<file path="config.mk">
export PLATFORM = sky130hd
export DESIGN_NAME = gsst_classify
export DESIGN_NICKNAME = d
export VERILOG_FILES = /design/src/hw/rtl/gsst_pkg.sv /design/src/hw/rtl/gsst_classify.sv
export SDC_FILE = /design/constraint.sdc
export NUM_CORES = 1
export LEC_CHECK = 0
export BUFFER_PORTS_ARGS = -buffer_cell sky130_fd_sc_hd__buf_2
export CAP_MARGIN = 20
export CORE_AREA = 3 3 40 42
export DETAILED_ROUTE_END_ITERATION = 12
export DIE_AREA = 0 0 43 45
export PLACE_DENSITY = 0.8
export SLEW_MARGIN = 15
export SYNTH_ARGS = -nofsm -noshare
export SYNTH_HDL_FRONTEND = slang
export SYNTH_SLANG_ARGS = --single-unit
</file>
<file path="constraint.sdc">
create_clock -name vclk -period 3.7
set_clock_uncertainty 0.15 [all_clocks]
set_input_delay 0 -clock vclk [all_inputs]
set_output_delay 0 -clock vclk [all_outputs]
set_load 0.01 [all_outputs]
</file>
<file path="src/hw/rtl/gsst_pkg.sv">
`default_nettype none
package gsst_pkg;
	localparam logic [2:0] SYS_GPS = 3'd0;
	localparam logic [2:0] SYS_GLO = 3'd1;
	localparam logic [2:0] SYS_GAL = 3'd2;
	localparam logic [2:0] SYS_BDS = 3'd3;
	localparam logic [2:0] SYS_QZS = 3'd4;
	localparam logic [2:0] SYS_SBS = 3'd5;
	localparam logic [2:0] SYS_NAV = 3'd6;
	localparam logic [2:0] SYS_UNK = 3'd7;

	localparam logic [2:0] ST_UPDATED = 3'd0;
	localparam logic [2:0] ST_INSERTED = 3'd1;
	localparam logic [2:0] ST_FULL = 3'd2;
	localparam logic [2:0] ST_UNATTR = 3'd3;
	localparam logic [2:0] ST_EMPTY = 3'd4;
	localparam logic [2:0] ST_SWEPT = 3'd5;

	localparam logic [0:0] REG_SIGNAL_TIMEOUT = 1'b0;
	localparam logic [0:0] REG_USED_TIMEOUT = 1'b1;

	localparam logic [31:0] TIMEOUT_RESET = 32'd10000;
	localparam logic [7:0] CNO_MAX = 8'd99;

	typedef struct packed {
		logic [2:0] sys;
		logic [1:0] band;
		logic [7:0] prn;
	} sig_key_t;

	typedef struct packed {
		logic [6:0] cno;
		logic [8:0] azimuth;
		logic [7:0] elevation;
	} sig_val_t;

	typedef struct packed {
		sig_key_t key;
		sig_val_t val;
		logic [31:0] stamp;
	} sig_entry_t;

	typedef struct packed {
		logic [2:0] sys;
		logic [7:0] prn;
	} used_key_t;

	typedef struct packed {
		used_key_t key;
		logic [31:0] stamp;
	} used_entry_t;

	typedef struct packed {
		logic [2:0] sys;
		logic [7:0] prn;
		logic [1:0] band;
	} class_t;
endpackage
`default_nettype wire

</file>
<file path="src/hw/rtl/gsst_classify.sv">
`default_nettype none
module gsst_classify (
	input wire logic [2:0] system,
	input wire logic [7:0] raw_prn,
	input wire logic [3:0] signal_id,
	output gsst_pkg::class_t cls
);
	logic [2:0] sys;
	logic [7:0] prn;
	logic [1:0] band;

	always_comb begin
		sys = system;
		prn = raw_prn;
		if (system == gsst_pkg::SYS_GPS || system == gsst_pkg::SYS_SBS ||
				system == gsst_pkg::SYS_UNK) begin
			if (raw_prn >= 8'd33 && raw_prn <= 8'd64) begin
				sys = gsst_pkg::SYS_SBS;
				prn = raw_prn + 8'd87;
			end else if (raw_prn >= 8'd120 && raw_prn <= 8'd158) begin
				sys = gsst_pkg::SYS_SBS;
			end else if (raw_prn >= 8'd193 && raw_prn <= 8'd202) begin
				sys = gsst_pkg::SYS_QZS;
			end else if (raw_prn >= 8'd65 && raw_prn <= 8'd96) begin
				sys = gsst_pkg::SYS_GLO;
			end else if (raw_prn >= 8'd1 && raw_prn <= 8'd32) begin
				sys = gsst_pkg::SYS_GPS;
			end
		end
	end

	always_comb begin
		band = 2'd0;
		case (sys)
			gsst_pkg::SYS_GPS, gsst_pkg::SYS_QZS: begin
				if (signal_id == 4'd5 || signal_id == 4'd6) band = 2'd1;
				else if (signal_id == 4'd7 || signal_id == 4'd8) band = 2'd2;
			end
			gsst_pkg::SYS_GLO: begin
				if (signal_id == 4'd3 || signal_id == 4'd4) band = 2'd1;
			end
			gsst_pkg::SYS_GAL: begin
				if (signal_id == 4'd1) band = 2'd1;
				else if (signal_id == 4'd2 || signal_id == 4'd3) band = 2'd2;
			end
			gsst_pkg::SYS_BDS: begin
				if ((signal_id >= 4'd5 && signal_id <= 4'd7) || signal_id == 4'hB ||
						signal_id == 4'hC) band = 2'd1;
				else if (signal_id >= 4'd8 && signal_id <= 4'hA) band = 2'd2;
			end
			gsst_pkg::SYS_NAV: begin
				if (signal_id == 4'd2 || signal_id == 4'd4) band = 2'd1;
			end
			default: band = 2'd0;
		endcase
	end

	assign cls.sys = sys;
	assign cls.prn = prn;
	assign cls.band = band;
endmodule
`default_nettype wire

</file>
==> metrics.md <==
| Metric | Value |
|---|---|
| Outcome | finished, final reports clean |
| CP peak stage delay | about 0.47 ns |
| Synth Area in Compound Gates | 0.379 |
| Worst path cell trace | buf_2 > inv_1 > ha_1 > nor3b_1 > a2111oi_1 > a41oi_2 > or2_1 > a211oi_1 > o22a_1 > buf_2 |
| Hpwl dp | around 1.4 mm |
| Post-Syn Instances | 97 |
| Clk pwr share | 0 |
| Yosys top cell by area | nor2_1 |
| Syn avg cell area | around 6.5 sq um |
| Final ANT Viol Nets | 0 |
| Tot Pwr | just under 0.00009 W |
| Design area | approximately 750 sq um |
| Vias | just under 800 |
| Switching power | roughly 0.000051 W |
| Synthesized area | 633 sq um |
| RSZ-0062 raised after global routing | no |
| Die width | between 40 and 50 um |
| Antenna violations before repair | 0 |
| DRT Wirelength | between 1.5 and 2 mm |
| Area contributors post-synth | nor2_1 (8.9%), ha_1 (5.9%), xor2_1 (5.5%) |
| Critical Path RT | between 3 and 4 ns |
| I/O pin total | 28 |
| Unique masters post-synth | between 40 and 50 |
| Crit end category | output pin |
| Power density over cell area | between 100 and 150 mW/mm^2 |
| Final Util | 0.587 |
| Vias/cell | a little under 6 |
| Sw Ratio | 0.579 |
| Simple-Gate Fraction of Synth Area | 0.383 |
| Placement Cell Area | between 700 and 800 sq um |
| Sequential share of the synthesized area | 0 |
| Largest net degree at the start of global routing | 12 |
| WS Path Type | primary input to output pin |
| DRC | 0 |
| Top delay family on crit path | compound AO/OA/AOI/OAI gates |
| First-pass GRT wire length | around 2.9 mm |
| Critical Path Fanout Max | 10 |
| Final setup fails | 0 |
| Worst VDD drop | approximately 0.048 mV |
| Internal | around 0.000037 W |
| Layout net count | ~140 |
| Worst hold slack | ~0.20 ns |
| Layout cells sized above 1 | 0.305 |
| Vias in the first global route | approximately 700 |
| Critical path's slowest cell | a2111oi_1 |
| Area grow syn2layout | 19.2% |
| XOR/XNOR share of the synthesized area | 0.0830 |
| Die area | 0.00194 sq mm |
| Most common cell after layout, fill and taps aside | buf_2 |
| Clkbuf count | 0 |
| Multi-input logic area | 573 sq um |
| Measured slew at the worst slew-check pin | 0.419 ns |
| Flop pwr share | 0 |
| Total negative slack | 0 ns |
| GP Congestion | a little under 0.9 |
| Most frequent cells in the layout | buf_2 (28), nor2_1 (15), inv_1 (6), nand2_1 (6), nor3_1 (5) |
| Crit path buf inv count | 3 |
| Fill count | between 100 and 150 |
| Post-Synth Adder-Cell Area | 0.0593 |
| Synth top area share | 0.0889 |
| Initial Utilization | 0.493 |
| DRT Pass-1 Iters | 4 |
| YS warnings | 0 |
| Crit path DAT | 2.07 ns |
| Final Cycle Share | 0.600 |
| Worst Hold Class | primary input to output pin |
| Post-cts sizing count | 0 |
| Max Freq | 0.450 GHz |
| Buffers on Ports | 28 |
| Sequential Area | 0 sq um |
| Syn Nets | between 100 and 150 |
| Chip Height | about 45 um |
| Post-CTS Setup Inserts | 0 |
| Mux cell area share after synthesis | 0 |
| Final hold vios | 0 |
| Final Critical Period | between 2 and 2.5 ns |
| Avg WL per Cell | 12.7 um |
| FF+latch count | 0 |
| Post-cts hold buffer count | 0 |
| Total grt overflow | 0 |
| Core area | roughly 0.0013 sq mm |
| GRT Total Usage | 0.181 |
| Max cap viols | 0 |
| Leak Pwr | 0.334 nW |
| ANT cells | 0 |
| Setup crit start kind | primary input |
| Slew HR | 0.720 |
| Combinational share of power | 1.000 |
| Critical Path Most Common Cell | buf_2 |
| Number of core rows | 13 |
| Fin. max-slew vios | 0 |
| Drt initial violations | 18 |
| Main combinational cell family by area after synthesis | simple AND/OR/NAND/NOR gates |
cell families after synthesis:
| kind of cell | after synthesis |
|---|---|
| and+or+nand+nor | 47 |
| AOI/OAI and AO/OA | 28 |
| buffers and inverters | 13 |
| xor gates and xnor gates | 6 |
| adders and majority gates | 3 |
power groups by stage:
stage,combinational (W),clock (W),sequential (W)
after CTS,0.0000883,0,0
after global placement,0.0000859,0,0
after detailed placement,0.0000878,0,0
after global routing,0.0000980,0,0
final,0.0000886,0,0
after floorplan,0.0000589,0,0
path summary, 6_finish.rpt:
kind       start      to  depth (start not counted)  slack [ns]
max   raw_prn[0]  cls[8]                         10        1.48
min   raw_prn[0]  cls[2]                          3        0.20
synth_stat cells (2+ instances only):
library cell  instances
a21o_1                2
a21oi_1               4
a31oi_1               2
buf_2                 3
clkbuf_1              3
ha_1                  3
inv_1                 6
nand2_1               6
nand2b_1              3
nand3_1               3
nand4_1               2
nor2_1               15
nor3_1                5
nor4_1                4
o22a_1                2
or2_1                 2
xnor2_1               2
xor2_1                4
layout make-up:
cell class,count,area share
Tap cell,15,0.0249
Multi-Input combinational cell,84,0.760
Inverter,6,0.0299
Timing Repair Buffer,28,0.186
stage by stage:
stage,cells,worst slack (ns)
6_report,133,1.48
5_1_grt,133,1.26
4_1_cts,133,1.48
3_5_place_dp,133,1.49
3_3_place_gp,133,1.56
2_1_floorplan,97,1.84
layer usage:
metal	vias up	GRT usage	wire (um)
li1	402	-	-
met1	355	0.233	759
met2	20	0.353	841
met3	0	0	87
met4	0	0.0120	0
met5	-	0	0
No activity file was read; power rests on OpenSTA's default activity.
